File: config.mk
export PLATFORM = sky130hd
export DESIGN_NAME = debounced_pwm_duty_stepper_flat
export DESIGN_NICKNAME = d
export VERILOG_FILES = /design/src/rtl/core/dpds_pkg.sv /design/src/rtl/core/dpds_if.sv /design/src/rtl/core/debounced_pwm_duty_stepper.sv /design/src/rtl/core/dpds_ctrl.sv /design/src/rtl/core/dpds_scale.sv /design/src/flat_wrapper.sv
export SDC_FILE = /design/constraint.sdc
export NUM_CORES = 1
export LEC_CHECK = 0
export BUFFER_PORTS_ARGS = -buffer_cell sky130_fd_sc_hd__buf_2
export CORE_ASPECT_RATIO = 0.8
export CORE_UTILIZATION = 50
export DETAILED_ROUTE_END_ITERATION = 6
export PLACE_DENSITY = 0.72
export SLEW_MARGIN = 20
export SYNTH_ARGS = -nofsm -noshare
export SYNTH_HDL_FRONTEND = slang
export SYNTH_SLANG_ARGS = --single-unit
File: constraint.sdc
create_clock -name clk -period 7.35 [get_ports clk]
set_input_delay 0.735 -clock clk [delete_from_list [all_inputs] [get_ports clk]]
set_output_delay 0.735 -clock clk [all_outputs]
set_load 0.05 [all_outputs]
File: src/rtl/core/dpds_pkg.sv
// Shared types and constants for the debounced PWM duty stepper.
package dpds_pkg;

  localparam int unsigned DUTY_W   = 7;
  localparam int unsigned COUNT_W  = 8;
  localparam int unsigned PERIOD_W = 16;
  localparam int unsigned CFG_IDX_W  = 2;
  localparam int unsigned CFG_DATA_W = 16;

  localparam int unsigned PROD_W  = DUTY_W + PERIOD_W;
  localparam int unsigned RECIP_W = 24;
  localparam int unsigned QUOT_W  = PROD_W + RECIP_W;

  localparam logic [DUTY_W-1:0]   DUTY_MAX     = 7'd100;
  localparam logic [DUTY_W-1:0]   DUTY_RESET   = 7'd60;
  localparam logic [COUNT_W-1:0]  COUNT_MAX    = 8'd255;
  localparam logic [COUNT_W-1:0]  THRESH_RESET = 8'd10;
  localparam logic [DUTY_W-1:0]   STEP_RESET   = 7'd10;
  localparam logic [PERIOD_W-1:0] PERIOD_RESET = 16'hFFFF;

  // ceil(2^30 / 100): exact floor(x / 100) for every x below 100 * 2^16
  localparam logic [RECIP_W-1:0] RECIP_100   = 24'd10737419;
  localparam int unsigned        RECIP_SHIFT = 30;

  typedef enum logic [1:0] {
    MODE_TICK = 2'd0,
    MODE_INC  = 2'd1,
    MODE_DEC  = 2'd2
  } dpds_mode_t;

  typedef enum logic [CFG_IDX_W-1:0] {
    CFG_THRESHOLD = 2'd0,
    CFG_STEP      = 2'd1,
    CFG_PERIOD    = 2'd2
  } dpds_cfg_idx_t;

  typedef struct packed {
    logic                  we;
    logic [CFG_IDX_W-1:0]  index;
    logic [CFG_DATA_W-1:0] data;
  } dpds_cfg_wr_t;

  typedef struct packed {
    logic [DUTY_W-1:0] duty;
    logic              step_up;
    logic              changed;
  } dpds_result_t;

endpackage

File: src/rtl/core/dpds_if.sv
// Valid/ready channel interfaces for input words, result words and config writes.
interface dpds_in_if;
  logic                          valid;
  logic                          ready;
  logic [1:0]                    mode;
  logic                          button_level;
  logic [dpds_pkg::DUTY_W-1:0]   step_amount;

  modport source (output valid, mode, button_level, step_amount, input ready);
  modport sink   (input valid, mode, button_level, step_amount, output ready);
endinterface

interface dpds_out_if;
  logic                          valid;
  logic                          ready;
  logic [dpds_pkg::DUTY_W-1:0]   duty_percent;
  logic [dpds_pkg::PERIOD_W-1:0] compare_value;
  logic                          direction_up;
  logic                          duty_changed;

  modport source (output valid, duty_percent, compare_value, direction_up, duty_changed,
                  input ready);
  modport sink   (input valid, duty_percent, compare_value, direction_up, duty_changed,
                  output ready);
endinterface

interface dpds_cfg_if;
  logic                            valid;
  logic                            ready;
  logic [dpds_pkg::CFG_IDX_W-1:0]  index;
  logic [dpds_pkg::CFG_DATA_W-1:0] data;

  modport source (output valid, index, data, input ready);
  modport sink   (input valid, index, data, output ready);
endinterface

File: src/rtl/core/debounced_pwm_duty_stepper.sv
// Top level of the debounced PWM duty stepper.
//
//  channel | dir | handshake       | word
//  --------+-----+-----------------+-------------------------------------------------
//  in_ch   | in  | valid / ready   | mode, button_level, step_amount
//  out_ch  | out | valid / ready   | duty_percent, compare_value, direction_up,
//          |     |                 | duty_changed
//  cfg_ch  | in  | valid / ready=1 | index (0 threshold, 1 button step, 2 period), data
//
// One word is taken per cycle unless the pipeline is full and its output stalled; its result is
// registered through capture, period multiply and reciprocal divide by 100, one result per word.
// Debounce, duty and direction state update in the cycle a word is accepted.
// rst_n is synchronous, active low: duty 60, direction up, disarmed, count 0,
// config to threshold 10, step 10, period 65535.
// A stalled output holds its word; input stays ready while any pipeline stage is free or the output word is taken.
module debounced_pwm_duty_stepper (
  input  logic               clk,
  input  logic               rst_n,
  dpds_in_if.sink            in_ch,
  dpds_out_if.source         out_ch,
  dpds_cfg_if.sink           cfg_ch
);

  logic                          accept;
  logic                          pipe_ready;
  dpds_pkg::dpds_cfg_wr_t        cfg_wr;
  dpds_pkg::dpds_result_t        step_res;
  dpds_pkg::dpds_result_t        out_res;
  logic [dpds_pkg::PERIOD_W-1:0] period;
  logic [dpds_pkg::PERIOD_W-1:0] out_compare;

  // Config writes are always taken; unknown indexes drop.
  assign cfg_ch.ready = 1'b1;
  assign cfg_wr.we    = cfg_ch.valid;
  assign cfg_wr.index = cfg_ch.index;
  assign cfg_wr.data  = cfg_ch.data;

  assign in_ch.ready = pipe_ready;
  assign accept      = in_ch.valid && pipe_ready;

  // Advance debounce and duty state on each accepted word.
  dpds_ctrl u_ctrl (
    .clk    (clk),
    .rst_n  (rst_n),
    .accept (accept),
    .mode   (in_ch.mode),
    .level  (in_ch.button_level),
    .amount (in_ch.step_amount),
    .cfg_wr (cfg_wr),
    .result (step_res),
    .period (period)
  );

  // Carry the post-update duty through the compare-value pipeline.
  dpds_scale u_scale (
    .clk         (clk),
    .rst_n       (rst_n),
    .in_valid    (in_ch.valid),
    .in_ready    (pipe_ready),
    .in_res      (step_res),
    .period      (period),
    .out_valid   (out_ch.valid),
    .out_ready   (out_ch.ready),
    .out_res     (out_res),
    .out_compare (out_compare)
  );

  assign out_ch.duty_percent  = out_res.duty;
  assign out_ch.direction_up  = out_res.step_up;
  assign out_ch.duty_changed  = out_res.changed;
  assign out_ch.compare_value = out_compare;

endmodule

File: src/rtl/core/dpds_ctrl.sv
// Config registers, debounce integrator and duty/direction state update.
module dpds_ctrl (
  input  logic                           clk,
  input  logic                           rst_n,
  input  logic                           accept,
  input  logic [1:0]                     mode,
  input  logic                           level,
  input  logic [dpds_pkg::DUTY_W-1:0]    amount,
  input  dpds_pkg::dpds_cfg_wr_t         cfg_wr,
  output dpds_pkg::dpds_result_t         result,
  output logic [dpds_pkg::PERIOD_W-1:0]  period
);

  logic [dpds_pkg::COUNT_W-1:0]  thresh_r;
  logic [dpds_pkg::DUTY_W-1:0]   bstep_r;
  logic [dpds_pkg::PERIOD_W-1:0] period_r;

  logic                          armed_r, armed_nxt;
  logic [dpds_pkg::COUNT_W-1:0]  count_r, count_nxt;
  logic [dpds_pkg::DUTY_W-1:0]   duty_r, duty_nxt;
  logic                          up_r, up_nxt;

  logic                          do_step;
  logic                          step_dir;
  logic [dpds_pkg::DUTY_W-1:0]   step_amt;
  logic [dpds_pkg::DUTY_W:0]     sum;
  logic [dpds_pkg::DUTY_W-1:0]   stepped;
  logic                          armed_t;
  logic [dpds_pkg::COUNT_W-1:0]  count_t;

  always_ff @(posedge clk) begin
    if (!rst_n) begin
      thresh_r <= dpds_pkg::THRESH_RESET;
      bstep_r  <= dpds_pkg::STEP_RESET;
      period_r <= dpds_pkg::PERIOD_RESET;
    end else if (cfg_wr.we) begin
      unique case (dpds_pkg::dpds_cfg_idx_t'(cfg_wr.index))
        dpds_pkg::CFG_THRESHOLD: thresh_r <= cfg_wr.data[dpds_pkg::COUNT_W-1:0];
        dpds_pkg::CFG_STEP:      bstep_r  <= cfg_wr.data[dpds_pkg::DUTY_W-1:0];
        dpds_pkg::CFG_PERIOD:    period_r <= cfg_wr.data[dpds_pkg::PERIOD_W-1:0];
        default: ;
      endcase
    end
  end

  // Tick path: arm on a high sample, then integrate (low adds, high removes).
  always_comb begin
    armed_t = armed_r | level;
    count_t = count_r;
    if (armed_t) begin
      if (!level) begin
        if (count_r != dpds_pkg::COUNT_MAX) count_t = count_r + 8'd1;
      end else if (count_r != '0) begin
        count_t = count_r - 8'd1;
      end
    end
  end

  always_comb begin
    armed_nxt = armed_r;
    count_nxt = count_r;
    do_step   = 1'b0;
    step_dir  = up_r;
    step_amt  = bstep_r;
    unique case (dpds_pkg::dpds_mode_t'(mode))
      dpds_pkg::MODE_TICK: begin
        if (count_t > thresh_r) begin
          armed_nxt = 1'b0;
          count_nxt = '0;
          do_step   = 1'b1;
        end else begin
          armed_nxt = armed_t;
          count_nxt = count_t;
        end
      end
      dpds_pkg::MODE_INC: begin
        do_step  = 1'b1;
        step_dir = 1'b1;
        step_amt = amount;
      end
      dpds_pkg::MODE_DEC: begin
        do_step  = 1'b1;
        step_dir = 1'b0;
        step_amt = amount;
      end
      default: ;
    endcase

    // Saturate the duty to 0..100.
    sum = {1'b0, duty_r} + {1'b0, step_amt};
    if (step_dir) begin
      stepped = (sum > {1'b0, dpds_pkg::DUTY_MAX}) ? dpds_pkg::DUTY_MAX
                                                   : sum[dpds_pkg::DUTY_W-1:0];
    end else begin
      stepped = (step_amt >= duty_r) ? '0 : duty_r - step_amt;
    end

    duty_nxt = duty_r;
    up_nxt   = up_r;
    if (do_step) begin
      duty_nxt = stepped;
      if (stepped == '0) begin
        up_nxt = 1'b1;
      end else if (stepped >= dpds_pkg::DUTY_MAX) begin
        up_nxt = 1'b0;
      end
    end
  end

  always_ff @(posedge clk) begin
    if (!rst_n) begin
      armed_r <= 1'b0;
      count_r <= '0;
      duty_r  <= dpds_pkg::DUTY_RESET;
      up_r    <= 1'b1;
    end else if (accept) begin
      armed_r <= armed_nxt;
      count_r <= count_nxt;
      duty_r  <= duty_nxt;
      up_r    <= up_nxt;
    end
  end

  assign result.duty    = duty_nxt;
  assign result.step_up = up_nxt;
  assign result.changed = do_step;
  assign period         = period_r;

  a_duty_range: assert property (@(posedge clk) disable iff (!rst_n)
    duty_r <= dpds_pkg::DUTY_MAX)
    else $error("duty left 0..100");

  a_idle_count: assert property (@(posedge clk) disable iff (!rst_n)
    !armed_r |-> count_r == '0)
    else $error("debounce count nonzero while disarmed");

  a_dir_floor: assert property (@(posedge clk) disable iff (!rst_n)
    duty_r == '0 |-> up_r)
    else $error("direction not up at zero duty");

  a_dir_ceil: assert property (@(posedge clk) disable iff (!rst_n)
    duty_r == dpds_pkg::DUTY_MAX |-> !up_r)
    else $error("direction not down at full duty");

endmodule

File: src/rtl/core/dpds_scale.sv
// Three-stage pipeline: capture result, multiply by period, divide by 100.
module dpds_scale (
  input  logic                           clk,
  input  logic                           rst_n,
  input  logic                           in_valid,
  output logic                           in_ready,
  input  dpds_pkg::dpds_result_t         in_res,
  input  logic [dpds_pkg::PERIOD_W-1:0]  period,
  output logic                           out_valid,
  input  logic                           out_ready,
  output dpds_pkg::dpds_result_t         out_res,
  output logic [dpds_pkg::PERIOD_W-1:0]  out_compare
);

  logic                         v1_r, v2_r, v3_r;
  logic                         rdy1, rdy2, rdy3;
  dpds_pkg::dpds_result_t       res1_r, res2_r, res3_r;
  logic [dpds_pkg::PROD_W-1:0]  prod2_r, prod_nxt;
  logic [dpds_pkg::QUOT_W-1:0]  quot;
  logic [dpds_pkg::PERIOD_W-1:0] cmp3_r;

  assign rdy3     = !v3_r || out_ready;
  assign rdy2     = !v2_r || rdy3;
  assign rdy1     = !v1_r || rdy2;
  assign in_ready = rdy1;

  assign prod_nxt = dpds_pkg::PROD_W'(res1_r.duty) * dpds_pkg::PROD_W'(period);
  assign quot     = dpds_pkg::QUOT_W'(prod2_r) * dpds_pkg::QUOT_W'(dpds_pkg::RECIP_100);

  always_ff @(posedge clk) begin
    if (!rst_n) begin
      v1_r <= 1'b0;
      v2_r <= 1'b0;
      v3_r <= 1'b0;
    end else begin
      if (rdy1) v1_r <= in_valid;
      if (rdy2) v2_r <= v1_r;
      if (rdy3) v3_r <= v2_r;
    end
  end

  always_ff @(posedge clk) begin
    if (rdy1 && in_valid) res1_r <= in_res;
    if (rdy2 && v1_r) begin
      res2_r  <= res1_r;
      prod2_r <= prod_nxt;
    end
    if (rdy3 && v2_r) begin
      res3_r <= res2_r;
      cmp3_r <= quot[dpds_pkg::RECIP_SHIFT +: dpds_pkg::PERIOD_W];
    end
  end

  assign out_valid   = v3_r;
  assign out_res     = res3_r;
  assign out_compare = cmp3_r;

  a_no_drop: assert property (@(posedge clk) disable iff (!rst_n)
    v3_r && !out_ready |=> v3_r)
    else $error("result word dropped while stalled");

  a_stage_move: assert property (@(posedge clk) disable iff (!rst_n)
    v2_r && rdy3 |=> v3_r)
    else $error("stage two word did not advance");

  a_full_block: assert property (@(posedge clk) disable iff (!rst_n)
    v1_r && v2_r && v3_r && !out_ready |-> !in_ready)
    else $error("input accepted into full pipeline");

endmodule

File: src/flat_wrapper.sv
// flat-port wrapper written by rule: the top's interface ports become plain ports
module debounced_pwm_duty_stepper_flat 
  (clk, rst_n, in_ch_valid, in_ch_mode, in_ch_button_level, in_ch_step_amount, in_ch_ready, out_ch_valid, out_ch_duty_percent, out_ch_compare_value, out_ch_direction_up, out_ch_duty_changed, out_ch_ready, cfg_ch_valid, cfg_ch_index, cfg_ch_data, cfg_ch_ready);
  dpds_in_if in_ch_i ();
  dpds_out_if out_ch_i ();
  dpds_cfg_if cfg_ch_i ();
  input  logic clk;
  input  logic rst_n;
  input wire logic [$bits(in_ch_i.valid)-1:0] in_ch_valid;
  input wire logic [$bits(in_ch_i.mode)-1:0] in_ch_mode;
  input wire logic [$bits(in_ch_i.button_level)-1:0] in_ch_button_level;
  input wire logic [$bits(in_ch_i.step_amount)-1:0] in_ch_step_amount;
  output wire logic [$bits(in_ch_i.ready)-1:0] in_ch_ready;
  output wire logic [$bits(out_ch_i.valid)-1:0] out_ch_valid;
  output wire logic [$bits(out_ch_i.duty_percent)-1:0] out_ch_duty_percent;
  output wire logic [$bits(out_ch_i.compare_value)-1:0] out_ch_compare_value;
  output wire logic [$bits(out_ch_i.direction_up)-1:0] out_ch_direction_up;
  output wire logic [$bits(out_ch_i.duty_changed)-1:0] out_ch_duty_changed;
  input wire logic [$bits(out_ch_i.ready)-1:0] out_ch_ready;
  input wire logic [$bits(cfg_ch_i.valid)-1:0] cfg_ch_valid;
  input wire logic [$bits(cfg_ch_i.index)-1:0] cfg_ch_index;
  input wire logic [$bits(cfg_ch_i.data)-1:0] cfg_ch_data;
  output wire logic [$bits(cfg_ch_i.ready)-1:0] cfg_ch_ready;
  assign in_ch_i.valid = in_ch_valid;
  assign in_ch_i.mode = in_ch_mode;
  assign in_ch_i.button_level = in_ch_button_level;
  assign in_ch_i.step_amount = in_ch_step_amount;
  assign in_ch_ready = in_ch_i.ready;
  assign out_ch_valid = out_ch_i.valid;
  assign out_ch_duty_percent = out_ch_i.duty_percent;
  assign out_ch_compare_value = out_ch_i.compare_value;
  assign out_ch_direction_up = out_ch_i.direction_up;
  assign out_ch_duty_changed = out_ch_i.duty_changed;
  assign out_ch_i.ready = out_ch_ready;
  assign cfg_ch_i.valid = cfg_ch_valid;
  assign cfg_ch_i.index = cfg_ch_index;
  assign cfg_ch_i.data = cfg_ch_data;
  assign cfg_ch_ready = cfg_ch_i.ready;
  debounced_pwm_duty_stepper u_core (.clk(clk), .rst_n(rst_n), .in_ch(in_ch_i), .out_ch(out_ch_i), .cfg_ch(cfg_ch_i));
endmodule
==> results.md, run 1 <==
* Min Clock Period, post-route at 7.03 ns
* Rows at 61
* R2r setup slk at 0.32 ns
* Global-route wire length before repair at 65,400 um
* Launch point of the worst reg-to-reg path: u_core.u_scale.prod2_r[5]$_DFFE_PP_
* Area Growth Syn to Fin at 7.73%
* Ys flop type: edfxtp_1
* Crit path capture type: register
* Leading post-synthesis cells by cell area: fa_1 (30%), ha_1 (22%), edfxtp_1 (11%), inv_1 (8.5%), dfxtp_1 (5.8%)
* Endpoints failing setup at 0
* Initial antenna violation count at 0
* Syn Nets at 2,400
* Total die area at 0.0363 mm2
* HP Class: reg -> reg
* Fraction of registers with async set/reset at 0%
* Worst endpoint required time at 7.52 ns
* Headroom to the max-slew limit at 33.1%
* Initial core utilization at 50.9%
* Critical-path cell list: ha_1 > inv_1 > fa_1 > inv_1 > fa_1 > inv_1 > fa_1 > inv_1 > fa_1 > fa_1 > inv_1 > fa_1 > inv_1 > ha_1 > nand2_1 > nor4_2 > o311ai_1 > nand3_1 > o21ba_2 > a211o_2 > o31a_1 > a21o_1 > a311oi_1
* CTS Hold Buffers Added at 0
* Worst-path maximum fanout at 7
* GRT Util Overall at 23.5%
* Total of max-cap violations at 0
* Die height at 171 um
* HPWL Detailed at 34,500 um
* Synthesized flop and latch total at 117
* Worst skew pair latency at 0.44 ns
* Syn Inst Count at 1,793
* Setup Slack @ Placement at 0.117 ns
* R2r worst-path depth at 23
* Number of diodes at 0
* CORE AREA at 0.0349 mm2
* CTS max path bufs at 2
* CTS tree: built
* Nets at 2,446
* Outcome: complete, no violations
* Commonest cells post-synth: inv_1 (401), ha_1 (309), fa_1 (265), nand2_1 (140), a21oi_1 (74)
* DRC Markers at 0
* Unrepaired setup endpoints after global routing: false
* Sequential area share after synthesis at 16.9%
* Final Wtd Congestion at 1.01
* CP Class: reg -> reg
* Most frequent cell after synthesis: inv_1
* Num ports at 61
* Number of global-route vias before repair at 12,800
* Fraction of layout cells with a size suffix above 1 at 7.02%
* Critical Path Start: u_core.u_scale.prod2_r[5]$_DFFE_PP_
* Clock-pin slew on the worst setup and hold paths at 0.06 ns
* DR iter-0 viols at 701
* Pre-Repair DR Iteration Count at 5
* # clock sinks at 117
* Clk_skew at 0.0235 ns
* Final hold violations at 0
* Yosys warning total at 0
* H-tree depth at 4
* CP Capture Point: u_core.u_scale.out_compare[15]$_DFFE_PP_
* Die width at 213 um
* Total setup buffers inserted after CTS at 0
* Avg Cell Area, Syn at 9.90 um2
* Cts bufs inserted at 17
* Fmax at 0.142 GHz
* Clk root buf: clkbuf_16
* Final period utilization at 95.7%
* Fillers at 3,078
* Largest net degree at the start of global routing at 33
* Fin Setup TNS at 0 ns
* Synth cell types at 73
* Pins Over Slew Limit at 0
* Global route total overflow at 0
* CP peak stage delay at 0.54 ns
* Reg-to-Reg End: u_core.u_scale.out_compare[15]$_DFFE_PP_
* Area of the mapped netlist at 0.0178 mm2
* Avg WL per Cell at 17.3 um
* Via count at 12,300
* EDFF count, synth at 66
* Critical path data arrival time at 7.20 ns
* Worst slew pin tran at 1.00 ns
* Number of I/O port buffers at 59
* Post-CTS resize count at 0
* CP max stage cell: edfxtp_1
* Core Util, Final at 54.8%
* Final WL at 40,200 um
* Min Hold Slack at 0.417 ns
* CP Launch Type: register
* Post-synth top area cell: fa_1
* Remaining antenna violation count at 0
* Vias per cell at 5.29
* Setup ws final at 0.319 ns
* Synth top area share at 29.9%
-- worst min path at each step --
stage,cells past startpoint,startpoint,to
6_report,0,u_core.u_scale.res2_r[0]$_DFFE_PP_,u_core.u_scale.out_res[0]$_DFFE_PP_
5_1_grt,0,u_core.u_scale.res2_r[6]$_DFFE_PP_,u_core.u_scale.out_res[6]$_DFFE_PP_
4_1_cts,0,u_core.u_scale.res2_r[6]$_DFFE_PP_,u_core.u_scale.out_res[6]$_DFFE_PP_
3_5_place_dp,0,u_core.u_scale.res2_r[0]$_DFFE_PP_,u_core.u_scale.out_res[0]$_DFFE_PP_
3_3_place_gp,0,u_core.u_scale.res1_r[0]$_DFFE_PP_,u_core.u_scale.res2_r[0]$_DFFE_PP_
2_1_floorplan,0,u_core.u_scale.res2_r[0]$_DFFE_PP_,u_core.u_scale.out_res[0]$_DFFE_PP_
-- worst max-delay path, delay by kind of cell (launching register included) --
family	cells	cell delay, ns
flip-flops	1	0.54
buffers and inverters	6	0.33
AO/OA/AOI/OAI	6	1.32
AND/OR/NAND/NOR	3	0.86
adder cells (fa/ha/maj)	8	3.72
-- routing by layer --
layer / vias to the layer above / GRT usage [%] / part of all wire [%]
met5: - / 0 / 0
met4: 0 / 6.16 / 2.0
met3: 50 / 5.38 / 6.2
met2: 301 / 37.9 / 46
met1: 6050 / 31.8 / 46
li1: 5895 / - / -
-- state kept, by name, indices dropped and copies added, names as in the netlist, 7 cells and up --
| name | flops |
|---|---|
| u_core.u_scale.prod2_r | 23 |
| u_core.u_ctrl.period | 16 |
| u_core.u_scale.out_compare | 16 |
| u_core.u_scale.out_res | 9 |
| u_core.u_scale.res1_r | 9 |
| u_core.u_scale.res2_r | 9 |
| u_core.u_ctrl.count_r | 8 |
| u_core.u_ctrl.thresh_r | 8 |
| u_core.u_ctrl.bstep_r | 7 |
| u_core.u_ctrl.duty_r | 7 |
-- final cells by class --
type | instances | area (um2) | area share, %
multi-input cells | 1239 | 13100 | 68.6
clock buffers | 18 | 439 | 2.30
clock inverters | 14 | 138 | 0.720
repair buffers | 62 | 318 | 1.66
well taps | 472 | 591 | 3.09
flip-flops and latches | 117 | 3000 | 15.7
inverters | 402 | 1510 | 7.89
-- stage by stage --
stage	std cells	cell area (um2)
floorplan	1793	17800
global placement	2292	18500
detailed placement	2292	18500
CTS	2324	19100
global route	2324	19100
finish	2324	19100
-- logic make-up (layout without fill, tap and decap cells) --
| group | after synthesis | after routing | share of synthesized area [%] |
|---|---|---|---|
| compound gates | 226 | 226 | 8.64 |
| flops | 117 | 117 | 16.9 |
| xor+xnor | 48 | 48 | 2.37 |
| simple gates | 369 | 369 | 9.86 |
| buf+inv | 437 | 496 | 9.27 |
| other cells | 1 | 1 | 0.0211 |
| mux | 21 | 21 | 1.26 |
| fa+ha+maj | 574 | 574 | 51.7 |
-- cells in the final DEF (no fill, tap or decap), drive strengths merged, types with 13 or more instances in the layout --
master,synthesis,routed
xor2,13,13
fa,265,265
clkbuf,28,18
dfxtp,51,51
and2,47,47
nand3,37,37
nor2,68,68
nand2,140,140
xnor2,35,35
o21ai,30,30
a21oi,75,75
inv,401,410
ha,309,309
edfxtp,66,66
a21o,22,22
buf,7,62
nor3,13,13
Power of run 1 is not shown: default switching activity piles up to over one toggle a cycle in this logic, so the estimate is an artifact.
==> run 2, diff against run 1 <==
--- a/config.mk
+++ b/config.mk
@@ -9,7 +9,8 @@
 export CORE_ASPECT_RATIO = 0.8
 export CORE_UTILIZATION = 50
 export DETAILED_ROUTE_END_ITERATION = 6
-export PLACE_DENSITY = 0.72
+export PLACE_DENSITY = 0.75
+export SETUP_SLACK_MARGIN = 0.02
 export SLEW_MARGIN = 20
 export SYNTH_ARGS = -nofsm -noshare
 export SYNTH_HDL_FRONTEND = slang
==> constraint.sdc (replaced) <==
create_clock -name clk -period 5.95 [get_ports clk]
set_input_delay 0.8925 -clock clk [delete_from_list [all_inputs] [get_ports clk]]
set_output_delay 0.8925 -clock clk [all_outputs]
set_load 0.05 [all_outputs]
==> run 2 against run 1 <==
The run now ends with setup timing left; utilization grew 4.7 points; die area is the same; register-to-register slack lost 0.99 ns; final area grew 8.6%; clock-buffer cell count is the same; worst setup slack lost 0.99 ns; fmax grew 6.2%.
==> results.md, run 2 (synthesis gave the netlist of run 1 again) <==
* Outcome: finished with violations
* Failing checks: setup timing
* Num ports at 61
* Min Clock Period, post-route at 6.62 ns
* Setup ws final at -0.672 ns
* Worst slew pin tran at 1.08 ns
* Final Wtd Congestion at 0.976
* Remaining antenna violation count at 0
* Avg WL per Cell at 17.3 um
* Vias per cell at 5.29
* Clk root buf: clkbuf_16
* Total of max-cap violations at 0
* Initial antenna violation count at 2
* Most flop-heavy register: u_core.u_scale.prod2_r
* Hold endpoint: u_core.u_scale.out_res[3]$_DFFE_PP_
* Number of global-route vias before repair at 14,000
* Most frequent cells in the layout: inv_1 (392), ha_1 (302), fa_1 (259)
* Area Growth Syn to Fin at 17.0%
* HP Class: reg -> reg
* Final WL at 43,300 um
* Die width at 213 um
* Launch point of the worst reg-to-reg path: u_core.u_scale.prod2_r[5]$_DFFE_PP_
* Pre-Repair DR Iteration Count at 5
* Initial core utilization at 50.9%
* Number of diodes at 0
* R2r setup slk at -0.67 ns
* Worst skew pair latency at 0.44 ns
* DRC Markers at 0
* # clock sinks at 117
* Max FFs per register at 23
* Cts bufs inserted at 17
* R2r worst-path depth at 23
* Placed cell areas at 0.0198 mm2
* Final hold violations at 0
* Worst endpoint required time at 6.21 ns
* Largest net degree at the start of global routing at 33
* Headroom to the max-slew limit at 27.9%
* H-tree depth at 4
* GRT Util Overall at 25.0%
* Crit path capture type: register
* Reg-to-Reg End: u_core.u_scale.out_compare[15]$_DFFE_PP_
* CP Class: reg -> reg
* Worst hold stages at 0
* Via count at 13,300
* Clk_skew at 0.0192 ns
* Final Instance Area at 0.0208 mm2
* Rows at 61
* CORE AREA at 0.0349 mm2
* Fmax at 0.151 GHz
* Nets at 2,627
* Critical path data arrival time at 6.88 ns
* HPWL Detailed at 36,700 um
* CTS tree: built
* CTS max path bufs at 2
* Hold wc startpoint: u_core.u_scale.res2_r[3]$_DFFE_PP_
* Clock-pin slew on the worst setup and hold paths at 0.08 ns
* Total die area at 0.0363 mm2
* Die height at 171 um
* Pins Over Slew Limit at 0
* Global-route wire length before repair at 70,300 um
* Fraction of layout cells with a size suffix above 1 at 17.6%
* CP Launch Type: register
* Endpoints failing setup at 16
* Global route total overflow at 0
* Final period utilization at 111%
* Number of I/O port buffers at 59
* DR iter-0 viols at 789
* Commonest non-fill, non-tap cell in the layout: inv_1
* Worst-path maximum fanout at 4
* Unrepaired setup endpoints after global routing: true
## run 2: cell types whose count changed in the layout (fill, tap and decap cells not counted), sizes merged
cell | previous run | this run
buf | 62 | 243
bufinv | 1 | 0
clkinv | 5 | 3
inv | 410 | 413
## run 2: worst max path at each step
stage                                              startpoint  slack (ns)                                       end  cells past startpoint
after detailed placement  u_core.u_scale.prod2_r[5]$_DFFE_PP_       -0.84  u_core.u_scale.out_compare[15]$_DFFE_PP_                     23
final                     u_core.u_scale.prod2_r[5]$_DFFE_PP_       -0.67  u_core.u_scale.out_compare[15]$_DFFE_PP_                     23
after floorplan           u_core.u_scale.prod2_r[6]$_DFFE_PP_       -0.39  u_core.u_scale.out_compare[15]$_DFFE_PP_                     23
after CTS                 u_core.u_scale.prod2_r[5]$_DFFE_PP_       -0.64  u_core.u_scale.out_compare[15]$_DFFE_PP_                     23
after global placement    u_core.u_scale.prod2_r[5]$_DFFE_PP_       -0.60  u_core.u_scale.out_compare[15]$_DFFE_PP_                     23
after global routing      u_core.u_scale.prod2_r[5]$_DFFE_PP_       -0.85  u_core.u_scale.out_compare[15]$_DFFE_PP_                     23
## run 2: repair_timing
action                     in CTS  in global routing
hold buffers                    0                  0
pin swaps                      31                 26
gates resized for setup        39                 18
setup buffers                  13                  5
setup endpoints to repair      16                 16
## run 2: area by class of cell
type / instances / area [um2]
Fill cell: 2883 / 14100
Multi-Input combinational cell: 1239 / 13400
Sequential cell: 117 / 3000
Timing Repair Buffer: 243 / 1700
Inverter: 402 / 1510
Tap cell: 472 / 591
Clock buffer: 18 / 450
Clock inverter: 14 / 124
## run 2: through the flow
step | hold slack, ns | TNS [ns] | std cells | util (%) | worst slack, ns
4_1_cts | 0.405 | -5.89 | 2500 | 59.2 | -0.637
3_5_place_dp | 0.405 | -7.31 | 2455 | 56.8 | -0.837
5_1_grt | 0.411 | -10.41 | 2505 | 59.6 | -0.850
3_3_place_gp | 0.403 | -4.51 | 2455 | 56.8 | -0.604
2_1_floorplan | 0.400 | -1.59 | 1793 | - | -0.389
6_report | 0.399 | -7.63 | 2505 | 59.6 | -0.672
## run 2: worst max-delay path: stages, from the launching register on
cell and delay [ns]:
edfxtp_1 0.45, buf_6 0.16, fa_1 0.54, inv_2 0.05, fa_1 0.50, inv_2 0.04
fa_1 0.54, fa_1 0.43, inv_1 0.09, fa_2 0.45, fa_1 0.52, inv_1 0.05
fa_1 0.50, inv_2 0.05, ha_4 0.16, a21oi_2 0.12, nand3_2 0.09, a211oi_2 0.20
nand3_2 0.14, o21ba_4 0.25, a211o_4 0.34, o31a_1 0.34, a21o_1 0.22, a311oi_1 0.21
## run 2: per-layer routing
| layer | part of all wire [%] | global-route usage [%] | up-vias | routed length (um) |
|---|---|---|---|---|
| met5 | 0 | 0 | - | 0 |
| met4 | 1.4 | 5.41 | 0 | 612 |
| met3 | 6.9 | 5.62 | 44 | 2980 |
| met2 | 49 | 43.0 | 390 | 21100 |
| met1 | 43 | 32.3 | 6565 | 18600 |
| li1 | - | - | 6258 | - |
Power of run 2 is left out for the same reason.
